`src/hw/rtl/llist_pkg.sv`:
```
// shared types, constants and command structures for the linked list manager
package llist_pkg;

  localparam int unsigned DEPTH_DEF     = 16;
  localparam int unsigned TEXT_BITS_DEF = 64;

  localparam int unsigned MODE_W   = 3;
  localparam int unsigned SLOT_W   = 4;
  localparam int unsigned WORD_W   = 64;
  localparam int unsigned STATUS_W = 2;
  localparam int unsigned NODE_W   = 4;
  localparam int unsigned COUNT_W  = 5;

  localparam int unsigned CHUNK    = 16;
  localparam int unsigned CHUNK_BW = $clog2(CHUNK);

  typedef enum logic [MODE_W-1:0] {
    MODE_ADD_HEAD  = 3'd0,
    MODE_ADD_AFTER = 3'd1,
    MODE_ADD_TAIL  = 3'd2,
    MODE_DEL_HEAD  = 3'd3,
    MODE_DEL_AFTER = 3'd4,
    MODE_DEL_TAIL  = 3'd5,
    MODE_CLEAR     = 3'd6,
    MODE_DUMP      = 3'd7
  } mode_t;

  typedef enum logic [STATUS_W-1:0] {
    ST_OK       = 2'd0,
    ST_FULL     = 2'd1,
    ST_EMPTY    = 2'd2,
    ST_BAD_SLOT = 2'd3
  } status_t;

  typedef enum logic [1:0] {
    RA_HEAD = 2'd0,
    RA_SLOT = 2'd1,
    RA_LINK = 2'd2
  } rd_addr_t;

  typedef enum logic [1:0] {
    WA_FS   = 2'd0,
    WA_CUR  = 2'd1,
    WA_PREV = 2'd2
  } wr_addr_t;

  typedef enum logic [1:0] {
    WD_HEAD = 2'd0,
    WD_NIL  = 2'd1,
    WD_LINK = 2'd2,
    WD_FS   = 2'd3
  } wr_data_t;

  typedef enum logic [1:0] {
    HD_KEEP = 2'd0,
    HD_FS   = 2'd1,
    HD_LINK = 2'd2,
    HD_NIL  = 2'd3
  } head_src_t;

  typedef enum logic [1:0] {
    NS_ZERO = 2'd0,
    NS_FS   = 2'd1,
    NS_CUR  = 2'd2
  } node_src_t;

  typedef struct packed {
    logic      load;
    logic      rd;
    rd_addr_t  rd_addr;
    logic      wr;
    wr_addr_t  wr_addr;
    wr_data_t  wr_data;
    head_src_t head_src;
    logic      search;
    logic      take;
    logic      free;
    logic      clear;
    logic      out_load;
    status_t   out_status;
    node_src_t out_node;
    logic      out_data;
    logic      out_final;
  } dp_cmd_t;

  typedef struct packed {
    mode_t mode;
    logic  slot_ok;
    logic  head_nil;
    logic  full;
    logic  link_nil;
    logic  hit;
    logic  out_free;
  } dp_stat_t;

endpackage

```
`src/hw/rtl/llist_ctrl.sv`:
```
// controller state machine sequencing each list operation
module llist_ctrl (
  input  logic               clk,
  input  logic               rst,
  input  logic               item_valid,
  output logic               item_stall,
  input  llist_pkg::dp_stat_t st,
  output llist_pkg::dp_cmd_t  cmd
);
  import llist_pkg::*;

  typedef enum logic [10:0] {
    S_IDLE   = 11'b000_0000_0001,
    S_DECODE = 11'b000_0000_0010,
    S_WALK   = 11'b000_0000_0100,
    S_SEARCH = 11'b000_0000_1000,
    S_TAKE   = 11'b000_0001_0000,
    S_LINK   = 11'b000_0010_0000,
    S_POP    = 11'b000_0100_0000,
    S_STEP   = 11'b000_1000_0000,
    S_UNLINK = 11'b001_0000_0000,
    S_DUMP   = 11'b010_0000_0000,
    S_RESP   = 11'b100_0000_0000
  } state_t;

  state_t  state, state_next;
  status_t resp_status, resp_status_next;
  logic    resp_fs, resp_fs_next;
  logic    stepped, stepped_next;
  logic    tail_ins, tail_ins_next;

  always_ff @(posedge clk) begin
    if (rst) begin
      state       <= S_IDLE;
      resp_status <= ST_OK;
      resp_fs     <= 1'b0;
      stepped     <= 1'b0;
      tail_ins    <= 1'b0;
    end else begin
      state       <= state_next;
      resp_status <= resp_status_next;
      resp_fs     <= resp_fs_next;
      stepped     <= stepped_next;
      tail_ins    <= tail_ins_next;
    end
  end

  always_comb begin
    cmd              = '0;
    item_stall       = 1'b1;
    state_next       = state;
    resp_status_next = resp_status;
    resp_fs_next     = resp_fs;
    stepped_next     = stepped;
    tail_ins_next    = tail_ins;
    unique case (state)
      S_IDLE: begin
        item_stall = 1'b0;
        if (item_valid) begin
          cmd.load   = 1'b1;
          state_next = S_DECODE;
        end
      end
      S_DECODE: begin
        resp_fs_next     = 1'b0;
        stepped_next     = 1'b0;
        tail_ins_next    = 1'b0;
        resp_status_next = ST_OK;
        state_next       = S_RESP;
        unique case (st.mode)
          MODE_ADD_HEAD: begin
            if (st.full) resp_status_next = ST_FULL;
            else state_next = S_SEARCH;
          end
          MODE_ADD_AFTER: begin
            if (!st.slot_ok) begin
              resp_status_next = ST_BAD_SLOT;
            end else if (st.full) begin
              resp_status_next = ST_FULL;
            end else begin
              cmd.rd      = 1'b1;
              cmd.rd_addr = RA_SLOT;
              state_next  = S_SEARCH;
            end
          end
          MODE_ADD_TAIL: begin
            if (st.full) begin
              resp_status_next = ST_FULL;
            end else if (st.head_nil) begin
              state_next = S_SEARCH;
            end else begin
              cmd.rd        = 1'b1;
              cmd.rd_addr   = RA_HEAD;
              tail_ins_next = 1'b1;
              state_next    = S_WALK;
            end
          end
          MODE_DEL_HEAD: begin
            if (st.head_nil) begin
              resp_status_next = ST_EMPTY;
            end else begin
              cmd.rd      = 1'b1;
              cmd.rd_addr = RA_HEAD;
              state_next  = S_POP;
            end
          end
          MODE_DEL_AFTER: begin
            if (!st.slot_ok) begin
              resp_status_next = ST_BAD_SLOT;
            end else begin
              cmd.rd      = 1'b1;
              cmd.rd_addr = RA_SLOT;
              state_next  = S_STEP;
            end
          end
          MODE_DEL_TAIL: begin
            if (st.head_nil) begin
              resp_status_next = ST_EMPTY;
            end else begin
              cmd.rd      = 1'b1;
              cmd.rd_addr = RA_HEAD;
              state_next  = S_WALK;
            end
          end
          MODE_CLEAR: begin
            cmd.clear    = 1'b1;
            cmd.head_src = HD_NIL;
          end
          default: begin
            if (st.head_nil) begin
              resp_status_next = ST_EMPTY;
            end else begin
              cmd.rd      = 1'b1;
              cmd.rd_addr = RA_HEAD;
              state_next  = S_DUMP;
            end
          end
        endcase
      end
      S_WALK: begin
        if (!st.link_nil) begin
          cmd.rd       = 1'b1;
          cmd.rd_addr  = RA_LINK;
          stepped_next = 1'b1;
        end else if (tail_ins) begin
          state_next = S_SEARCH;
        end else begin
          // tail removal: unlink from predecessor, or empty the list
          if (stepped) begin
            cmd.wr      = 1'b1;
            cmd.wr_addr = WA_PREV;
            cmd.wr_data = WD_NIL;
          end else begin
            cmd.head_src = HD_NIL;
          end
          cmd.free   = 1'b1;
          state_next = S_RESP;
        end
      end
      S_SEARCH: begin
        cmd.search = 1'b1;
        if (st.hit) state_next = S_TAKE;
      end
      S_TAKE: begin
        cmd.take     = 1'b1;
        cmd.wr       = 1'b1;
        cmd.wr_addr  = WA_FS;
        resp_fs_next = 1'b1;
        if (st.mode == MODE_ADD_AFTER) begin
          cmd.wr_data = WD_LINK;
          state_next  = S_LINK;
        end else if (tail_ins) begin
          cmd.wr_data = WD_NIL;
          state_next  = S_LINK;
        end else begin
          cmd.wr_data  = WD_HEAD;
          cmd.head_src = HD_FS;
          state_next   = S_RESP;
        end
      end
      S_LINK: begin
        cmd.wr      = 1'b1;
        cmd.wr_addr = WA_CUR;
        cmd.wr_data = WD_FS;
        state_next  = S_RESP;
      end
      S_POP: begin
        cmd.head_src = HD_LINK;
        cmd.free     = 1'b1;
        state_next   = S_RESP;
      end
      S_STEP: begin
        if (st.link_nil) begin
          resp_status_next = ST_EMPTY;
          state_next       = S_RESP;
        end else begin
          cmd.rd      = 1'b1;
          cmd.rd_addr = RA_LINK;
          state_next  = S_UNLINK;
        end
      end
      S_UNLINK: begin
        cmd.wr      = 1'b1;
        cmd.wr_addr = WA_PREV;
        cmd.wr_data = WD_LINK;
        cmd.free    = 1'b1;
        state_next  = S_RESP;
      end
      S_DUMP: begin
        if (st.out_free) begin
          cmd.out_load   = 1'b1;
          cmd.out_status = ST_OK;
          cmd.out_node   = NS_CUR;
          cmd.out_data   = 1'b1;
          cmd.out_final  = st.link_nil;
          if (st.link_nil) begin
            state_next = S_IDLE;
          end else begin
            cmd.rd      = 1'b1;
            cmd.rd_addr = RA_LINK;
          end
        end
      end
      S_RESP: begin
        if (st.out_free) begin
          cmd.out_load   = 1'b1;
          cmd.out_status = resp_status;
          cmd.out_node   = resp_fs ? NS_FS : NS_ZERO;
          cmd.out_final  = 1'b1;
          state_next     = S_IDLE;
        end
      end
      default: state_next = S_IDLE;
    endcase
  end

endmodule

```
`src/hw/rtl/llist_dp.sv`:
```
// datapath: node stores, link store, slot map, free slot search and result register
module llist_dp #(
  parameter int unsigned DEPTH     = llist_pkg::DEPTH_DEF,
  parameter int unsigned TEXT_BITS = llist_pkg::TEXT_BITS_DEF
) (
  input  logic                                clk,
  input  logic                                rst,
  input  llist_pkg::dp_cmd_t                  cmd,
  output llist_pkg::dp_stat_t                 st,
  input  logic [llist_pkg::MODE_W-1:0]        mode,
  input  logic [llist_pkg::SLOT_W-1:0]        slot,
  input  logic [llist_pkg::WORD_W-1:0]        word_id,
  input  logic [llist_pkg::WORD_W-1:0]        word_name,
  input  logic [llist_pkg::WORD_W-1:0]        word_grade,
  output logic                                res_valid,
  input  logic                                res_stall,
  output logic [llist_pkg::STATUS_W-1:0]      status,
  output logic [llist_pkg::NODE_W-1:0]        node,
  output logic [llist_pkg::COUNT_W-1:0]       count,
  output logic [llist_pkg::WORD_W-1:0]        out_id,
  output logic [llist_pkg::WORD_W-1:0]        out_name,
  output logic [llist_pkg::WORD_W-1:0]        out_grade,
  output logic                                final_res
);
  import llist_pkg::*;

  localparam int unsigned AW   = $clog2(DEPTH);
  localparam int unsigned LW   = $clog2(DEPTH + 1);
  localparam int unsigned NCH  = (DEPTH + CHUNK - 1) / CHUNK;
  localparam int unsigned CHW  = (NCH > 1) ? $clog2(NCH) : 1;
  localparam int unsigned PADW = (2 ** CHW) * CHUNK;
  localparam int unsigned TW   = 3 * TEXT_BITS;
  localparam logic [LW-1:0] NIL = LW'(DEPTH);

  mode_t                mode_r;
  logic [SLOT_W-1:0]    slot_r;
  logic [TEXT_BITS-1:0] wid_r, wname_r, wgrade_r;

  logic [LW-1:0]        head;
  logic [LW-1:0]        elem_count;
  logic [DEPTH-1:0]     used;
  logic [PADW-1:0]      used_pad;

  logic [LW-1:0]        link_mem [DEPTH];
  logic [TW-1:0]        text_mem [DEPTH];
  logic [LW-1:0]        link_rd;
  logic [TW-1:0]        text_rd;

  logic [AW-1:0]        cur, prev, fs;
  logic [CHW-1:0]       chunk;

  logic [AW-1:0]        slot_idx, rd_addr, wr_addr;
  logic [LW-1:0]        wr_data;
  logic [CHUNK-1:0]     free_bits;
  logic [CHUNK_BW-1:0]  pick;

  assign slot_idx = AW'(slot_r);

  always_comb begin
    used_pad            = '1;
    used_pad[DEPTH-1:0] = used;
  end

  assign free_bits = ~used_pad[chunk * CHUNK +: CHUNK];

  always_comb begin
    pick = '0;
    for (int i = CHUNK - 1; i >= 0; i--) begin
      if (free_bits[i]) pick = CHUNK_BW'(i);
    end
  end

  always_comb begin
    st.mode     = mode_r;
    st.slot_ok  = (32'(slot_r) < DEPTH) && used_pad[slot_idx];
    st.head_nil = (head == NIL);
    st.full     = (elem_count == NIL);
    st.link_nil = (link_rd == NIL);
    st.hit      = |free_bits;
    st.out_free = !res_valid || !res_stall;
  end

  always_comb begin
    case (cmd.rd_addr)
      RA_HEAD: rd_addr = head[AW-1:0];
      RA_SLOT: rd_addr = slot_idx;
      default: rd_addr = link_rd[AW-1:0];
    endcase
  end

  always_comb begin
    case (cmd.wr_addr)
      WA_FS:   wr_addr = fs;
      WA_CUR:  wr_addr = cur;
      default: wr_addr = prev;
    endcase
  end

  always_comb begin
    case (cmd.wr_data)
      WD_HEAD: wr_data = head;
      WD_NIL:  wr_data = NIL;
      WD_LINK: wr_data = link_rd;
      default: wr_data = LW'(fs);
    endcase
  end

  // link and text stores
  always_ff @(posedge clk) begin
    if (cmd.wr) link_mem[wr_addr] <= wr_data;
    if (cmd.take) text_mem[fs] <= {wgrade_r, wname_r, wid_r};
    if (cmd.rd) begin
      link_rd <= link_mem[rd_addr];
      text_rd <= text_mem[rd_addr];
    end
  end

  // operands and walk pointers
  always_ff @(posedge clk) begin
    if (cmd.load) begin
      mode_r   <= mode_t'(mode);
      slot_r   <= slot;
      wid_r    <= word_id[TEXT_BITS-1:0];
      wname_r  <= word_name[TEXT_BITS-1:0];
      wgrade_r <= word_grade[TEXT_BITS-1:0];
    end
    if (cmd.rd) begin
      cur  <= rd_addr;
      prev <= cur;
    end
    if (cmd.search && st.hit) fs <= AW'({chunk, pick});
  end

  always_ff @(posedge clk) begin
    if (rst) begin
      head       <= NIL;
      elem_count <= '0;
      used       <= '0;
      chunk      <= '0;
    end else begin
      case (cmd.head_src)
        HD_FS:   head <= LW'(fs);
        HD_LINK: head <= link_rd;
        HD_NIL:  head <= NIL;
        default: head <= head;
      endcase
      if (cmd.clear) begin
        used       <= '0;
        elem_count <= '0;
      end else if (cmd.take) begin
        used[fs]   <= 1'b1;
        elem_count <= elem_count + LW'(1);
      end else if (cmd.free) begin
        used[cur]  <= 1'b0;
        elem_count <= elem_count - LW'(1);
      end
      if (cmd.search) chunk <= st.hit ? '0 : chunk + CHW'(1);
    end
  end

  // result register
  always_ff @(posedge clk) begin
    if (rst) begin
      res_valid <= 1'b0;
    end else if (cmd.out_load) begin
      res_valid <= 1'b1;
    end else if (!res_stall) begin
      res_valid <= 1'b0;
    end
  end

  always_ff @(posedge clk) begin
    if (cmd.out_load) begin
      status    <= cmd.out_status;
      count     <= COUNT_W'(elem_count);
      final_res <= cmd.out_final;
      case (cmd.out_node)
        NS_FS:   node <= NODE_W'(fs);
        NS_CUR:  node <= NODE_W'(cur);
        default: node <= '0;
      endcase
      if (cmd.out_data) begin
        out_id    <= WORD_W'(text_rd[TEXT_BITS-1:0]);
        out_name  <= WORD_W'(text_rd[2*TEXT_BITS-1:TEXT_BITS]);
        out_grade <= WORD_W'(text_rd[3*TEXT_BITS-1:2*TEXT_BITS]);
      end else begin
        out_id    <= '0;
        out_name  <= '0;
        out_grade <= '0;
      end
    end
  end

endmodule

```
`src/hw/rtl/linked_list_manager.sv`:
```
// top level of the bounded singly linked list manager
// states, beat to result: decode, response for clear and full, bad slot or empty-list replies;
//   delete head adds pop, delete after adds step, then unlink if a successor exists; inserts add
//   search over 16-slot groups and take, then link for insert after and non-empty tail insert;
//   the latter and delete tail walk first, one link read per cycle; dump: one result per node
// next beat taken the cycle after the last result loads; reset empties the list, frees all slots
module linked_list_manager #(
  parameter int unsigned DEPTH     = llist_pkg::DEPTH_DEF,
  parameter int unsigned TEXT_BITS = llist_pkg::TEXT_BITS_DEF
) (
  input  logic                           clk,
  input  logic                           rst,
  input  logic                           item_valid,
  output logic                           item_stall,
  input  logic [llist_pkg::MODE_W-1:0]   mode,
  input  logic [llist_pkg::SLOT_W-1:0]   slot,
  input  logic [llist_pkg::WORD_W-1:0]   word_id,
  input  logic [llist_pkg::WORD_W-1:0]   word_name,
  input  logic [llist_pkg::WORD_W-1:0]   word_grade,
  output logic                           res_valid,
  input  logic                           res_stall,
  output logic [llist_pkg::STATUS_W-1:0] status,
  output logic [llist_pkg::NODE_W-1:0]   node,
  output logic [llist_pkg::COUNT_W-1:0]  count,
  output logic [llist_pkg::WORD_W-1:0]   out_id,
  output logic [llist_pkg::WORD_W-1:0]   out_name,
  output logic [llist_pkg::WORD_W-1:0]   out_grade,
  output logic                           final_res
);
  import llist_pkg::*;

  dp_cmd_t  cmd;
  dp_stat_t st;

  llist_ctrl u_ctrl (
    .clk        (clk),
    .rst        (rst),
    .item_valid (item_valid),
    .item_stall (item_stall),
    .st         (st),
    .cmd        (cmd)
  );

  llist_dp #(
    .DEPTH     (DEPTH),
    .TEXT_BITS (TEXT_BITS)
  ) u_dp (
    .clk        (clk),
    .rst        (rst),
    .cmd        (cmd),
    .st         (st),
    .mode       (mode),
    .slot       (slot),
    .word_id    (word_id),
    .word_name  (word_name),
    .word_grade (word_grade),
    .res_valid  (res_valid),
    .res_stall  (res_stall),
    .status     (status),
    .node       (node),
    .count      (count),
    .out_id     (out_id),
    .out_name   (out_name),
    .out_grade  (out_grade),
    .final_res  (final_res)
  );

endmodule

```
`config.mk`:
```
export PLATFORM = sky130hd
export DESIGN_NAME = linked_list_manager
export DESIGN_NICKNAME = d
export VERILOG_FILES = /design/src/hw/rtl/llist_pkg.sv /design/src/hw/rtl/llist_ctrl.sv /design/src/hw/rtl/llist_dp.sv /design/src/hw/rtl/linked_list_manager.sv
export SDC_FILE = /design/constraint.sdc
export NUM_CORES = 2
export LEC_CHECK = 0
export BUFFER_PORTS_ARGS = -buffer_cell sky130_fd_sc_hd__buf_2
export CORE_MARGIN = 3
export CORE_UTILIZATION = 58
export CTS_BUF_LIST = sky130_fd_sc_hd__clkbuf_8
export CTS_CLUSTER_DIAMETER = 60
export DETAILED_ROUTE_END_ITERATION = 6
export MAX_ROUTING_LAYER = met4
export PLACE_DENSITY = 0.78
export SETUP_SLACK_MARGIN = 0.05
export SYNTH_ARGS = -nofsm -noshare
export SYNTH_HDL_FRONTEND = slang
export SYNTH_SLANG_ARGS = --single-unit
export TNS_END_PERCENT = 30
```
`constraint.sdc`:
```
create_clock -name clk -period 18.01 [get_ports clk]
set_input_delay 3.602 -clock clk [delete_from_list [all_inputs] [get_ports clk]]
set_output_delay 3.602 -clock clk [all_outputs]
set_load 0.005 [all_outputs]
```
# Word level (Yosys, flattened, before mapping)
# Memory sizes are Yosys's and may differ from the RTL's. A register that Yosys moved wholly into a read port is not among the register bits.
# Cells that the tools add are included.
# word_totals
regBits	459
latchBits	0
ram_bits	3152
mem_bits_ro	0
input_bits	203
output_inout_bits	206
wordCells	216
n_memories	2
# mem_list
name	depth	word_bits	rd	rd_ports_with_merged_regs	wr	line	rtl
u_dp.text_mem	16	192	1	1	1	llist_dp.sv:45	logic [TW-1:0] text_mem [DEPTH];
u_dp.link_mem	16	5	1	1	1	llist_dp.sv:44	logic [LW-1:0] link_mem [DEPTH];
# op_classes
add_sub_neg	3
multipliers	0
n_div	0
magnitude_cmp	5
eq_ne	38
shift	1
muxes	107
n_bitwise	4
n_reduce_logical	28
# ops
operator	count
$mux 11	17
$pmux 11 s9	1
$pmux 11 s7	1
$mux 4	9
$mux 3	11
$mux 16	2
$not 16->16	2
$shiftx 32x6->16	1
$mux 1	30
$pmux 5 s3	2
$pmux 4 s2	3
$mux 7	3
$mux 2	10
$mux 5	4
$pmux 5 s4	1
$and 16x16->16	1
$or 16x16->16	1
$pmux 2 s4	2
$reduce_or 16->1	1
$eq 5x5->1 const B	3
$pmux 3 s4	1
$reduce_or 2->1	6
$eq 11x1->1 const B	1
$eq 11x10->1 const B	1
other kinds (40)	72

# Depth between registers and ports, before layout
# depth
depth_word	17
ltp_mapped	15
mapped_depth_nobuf	12

# Modules after synthesis
# A second synthesis with hierarchy kept.
# hier_totals
cells_unflattened	9586
area_unflattened_um2	152394.9
# modules_own_cells
mod	n_inst	cells_per_inst	area_each_um2	seq_area_each_um2
llist_dp	1	9391	151066.1	113588.9
llist_ctrl	1	195	1328.8	320.3

# Worst setup path before layout
# Ideal clock, no wire load.
# synth_timing
path_type	register to register
from	reg u_ctrl.state[2]
to	reg u_dp.used[1]
setup_ps	117
t_arrival_ps	16750
t_required_ps	17893
slack_ps	1143
stages_incl_launch_ff	10
n_path_buf	1
synth_period_minus_slack_ps	16867
cell_sequence	dfxtp_1 -> buf_2 -> or4_1 -> nor2_1 -> nand2_1 -> nor3b_1 -> inv_1 -> or3_1 -> nor3_1 -> o221a_2
# synth_via
elab_chain_cells	4
elab_cells_between_ends	12
classes_between	5 x eq/ne; 4 x mux; 3 x reduce/logical
# synth_rtl
element	line	rtl
start: declaration	llist_ctrl.sv:26	state_t state, state_next;
start signal: assignment	llist_ctrl.sv:40	state <= state_next;
$eq 11x7->1 or $eq 11x9->1 (tied branches)	llist_ctrl.sv:56	unique case (state)
$reduce_or 2->1 (no source line)	-	
$pmux 1 s2	llist_ctrl.sv:56	
$reduce_bool 2->1 (no source line)	-	
end signal: assignment	llist_dp.sv:138	used <= '0;
end signal: assignment	llist_dp.sv:148	used <= '0;
end signal: indexed assignment	llist_dp.sv:151	used[fs] <= 1'b1;
end: declaration	llist_dp.sv:41	logic [DEPTH-1:0] used;
# Several ways; a longest one is shown, not always the timed one.
# A chain may end at the register's enable or synchronous reset.

# Worst setup path in the final report
# layout_timing
from	in res_stall
to	reg u_dp.text_rd[111] (read register of u_dp.text_mem), data pin
# layout_via
elab_chain_cells	6
elab_cells_between_ends	7
classes_between	1 x eq/ne; 3 x mux; 3 x reduce/logical
# layout_rtl
element	line	rtl
start: declaration	linked_list_manager.sv:21	input logic res_stall,
$logic_not 1->1 (*)	llist_dp.sv:80	st.out_free = !res_valid || !res_stall;
$logic_or 1x1->1 (*)	llist_dp.sv:80	
$mux 3 (*)	llist_ctrl.sv:210	if (st.out_free) begin
$pmux 3 s3 (*)	llist_ctrl.sv:56	
$eq 2x1->1 or $logic_not 2->1 (tied branches)	llist_dp.sv:84	case (cmd.rd_addr)
$pmux 4 s2	llist_dp.sv:84	
end: declaration	llist_dp.sv:47	logic [TW-1:0] text_rd;
# Every way passes the cells marked *; elsewhere a longest branch is shown, timed or not.

==> impl_metrics.yaml <==
outcome:
  outcome: "complete, but fails checks"
  violations: "DRC"
synthesis:
  synthCells: 10200
  yosysTopAreaCellShare_pct: 77.9
  synthTopCellsByArea: "edfxtp_1, nand2_1, nand3_1"
  synth_top_area_cell: "edfxtp_1"
  synthFlopType: "edfxtp_1"
  seq_area_frac_synth_pct: 78.5
  synth_cell_types: 68
  syn_area_mm2: 0.145
  synth-seq-cells: 3808
  ys_async_sr_fraction_pct: 0
  synth_nets: 10400
  synth_edf_count: 3764
  syn_area_per_cell_um2: 14.3
  synth_warnings: 0
cells_and_area:
  multi_input_area_mm2: 0.0286
  nets: 10900
  mostFrequentLayoutCells: "edfxtp_1, nand2_1, nand3_1"
  stdcell_count: 14400
  final_common_cell: "edfxtp_1"
  nFillCells: 16600
  area_growth_syn_to_layout_pct: 10.8
  seqCellArea_mm2: 0.114
  drive_above_1_share_pct: 12.0
worst_setup_path:
  worstPathArrival_ps: 10770
  crit_slowest_cell: "buf_4"
  reg2reg_from: "u_dp.slot_idx[0]$_DFFE_PP_"
  crit_chain: "buf_2 -> nand2_1 -> and2_4 -> a311oi_1 -> o32a_2 -> buf_12 -> nand2_4 -> inv_8 -> buf_12 -> buf_12 -> buf_4 -> nand2_1 -> nand3_1 -> nand3_1 -> nand3_1"
  path_class: "in -> reg"
  end_kind: "register"
  startpoint: "res_stall"
  cp.required_ps: 18950
  startpoint_type: "primary input"
  cp_max_fo: 223
  worst_path_largest_cell_delay_ps: 990
min_path:
  hp-start: "u_ctrl.resp_fs$_SDFFE_PP0P_"
  holdCritPathClass: "reg -> reg"
placed_design:
  gp_congestion: 0.850
  io_buffers: 408
  dp_cells: 13400
  pre_cts_ws_ps: 7440
  dp_hpwl_um: 190000
route:
  vias: 92100
  wl_per_cell_um: 27.1
  drtIter0Drc: 15100
  wl_um: 392000
  post-route-drc-count: 1
  via_per_inst: 6.38
  antenna_left: 0
  drtPass1Iterations: 7
floorplanning:
  rows: 182
  dieArea_mm2: 0.256
  top_level_ports: 409
  die_h_um: 506
  start_util_pct: 58.7
  core_mm2: 0.247
  die_x_um: 506
timing:
  finalHoldWorstSlack_ps: 450
  fmax_ghz: 0.102
  maxSlewHeadroom_pct: 3.41
  rsz0062_at_grt: "no"
  finalHoldViolations: 0
  tns_ps: 0
  fin_crit_sh_pct: 54.5
  skew_ps: 129
  post-route-min-period_ps: 9820
  maxSlewViolCount: 0
  fin_ws_ps: 8190
  setup_violations: 0
  tightest_slew_ps: 1450
clocking:
  cts_root_buffer: "clkbuf_8"
  clockBufferDepth: 4
  cts_tree: "yes"
  cts_resized: 0
  cts_made_buffers: 605
  htreeDepth: 6
  worstSkewPairLatency_ps: 1150
  hold_buffers: 0
  cts_sinks: 3808
  cts_setup_buffers: 0
  clk_pin_slew_ps: 60
power:
  powerDensity_mw_per_mm2: 106
  leakage_nw: 55.4
  ir_worst_vdd_mv: 0.0923
  power_mw: 17.1
grt:
  first_global_vias: 89100
  grt_pass1_wl_um: 572000
  grt_overflow: 0
  antenna_found_initial: 29
  grt_max_degree: 226
  grt_usage_pct: 30.8
flow_run:
  max_cap_viol_count: 0
## power breakdown
group	switching [mW]	internal [mW]
sequential	0.239	9.99
combinational	0.225	0.0611
clock	3.30	3.26
## cells by family (layout without fill, tap and decap cells)
| group | after synthesis | after routing | share of synthesized area, % |
|---|---|---|---|
| AND/OR/NAND/NOR | 4555 | 4555 | 13.8 |
| flip-flops | 3808 | 3808 | 78.5 |
| AO/OA/AOI/OAI | 973 | 973 | 4.65 |
| buffers and inverters | 682 | 1621 | 1.95 |
| multiplexers | 138 | 138 | 0.965 |
| adder cells (fa/ha/maj) | 6 | 6 | 0.0569 |
| XOR/XNOR | 6 | 6 | 0.0362 |
| other | 0 | 17 | 0 |
## metal layers
layer	vias up	track usage, %	wire (um)
met5	-	-	0
met4	0	12.4	15200
met3	996	6.92	53000
met2	7074	45.4	180000
met1	44900	42.3	144000
li1	39100	-	-
## synth_stat cells, types with 4 or more instances
master / instances
a32oi_1: 157
o22ai_1: 81
nor2b_1: 13
edfxtp_1: 3764
clkbuf_1: 381
nor2_2: 4
or3_1: 9
o21ai_0: 29
o221a_2: 12
and3_1: 390
nand3_1: 1367
nor3_1: 20
buf_1: 91
a311oi_1: 30
dfxtp_1: 44
buf_4: 8
a21oi_1: 172
inv_1: 15
ha_1: 5
nand2b_1: 10
a21o_1: 5
o21ai_1: 14
xnor2_1: 4
a211oi_1: 197
nand2_1: 2576
nor2_1: 127
inv_2: 4
buf_2: 182
and2_1: 5
a31oi_1: 232
nor4_1: 8
a22oi_1: 20
mux2i_1: 132
## state kept, by name, indices dropped and copies added, names as in the netlist, 5 cells and up
signal	flops
u_dp.out_grade	64
u_dp.link_mem	80
u_dp.used	16
u_dp.wgrade_r	64
u_dp.elem_count	5
u_dp.out_name	64
u_dp.wid_r	64
u_dp.wname_r	64
u_dp.link_rd	5
u_dp.count	5
u_ctrl.state	11
u_dp.text_mem	3072
u_dp.out_id	64
u_dp.head	5
u_dp.text_rd	192
## final cells by class
cell class,instances,area share (%)
tap,3312,2.58
sequential,3808,70.9
inverter,19,0.0592
clock inverter,431,1.23
timing repair buffer,550,2.11
clock buffer,621,5.32
multi-input combinational,5678,17.8
antenna,17,0.0265
## worst max-delay path, delay by kind of cell
family          cells  cell delay (ps)
simple gates        7             1610
buf+inv             6             3610
compound gates      2              980
## per-stage QoR
stage	utilization (%)	cell area, um2
2_1_floorplan	-	145000
3_3_place_gp	60.7	150000
3_5_place_dp	60.7	150000
4_1_cts	65.0	161000
5_1_grt	65.0	161000
6_report	65.0	161000
## final timing paths
kind                                                    end  slack (ps)  depth (start not counted)
worst max register to register  u_dp.text_rd[111]$_DFFE_PP_       10060                         14
worst min-delay path            u_ctrl.resp_fs$_SDFFE_PP0P_         450                          2
worst max-delay path            u_dp.text_rd[111]$_DFFE_PP_        8190                         15
worst min register to register  u_ctrl.resp_fs$_SDFFE_PP0P_         450                          2
No activity file was read; power rests on OpenSTA's default activity.
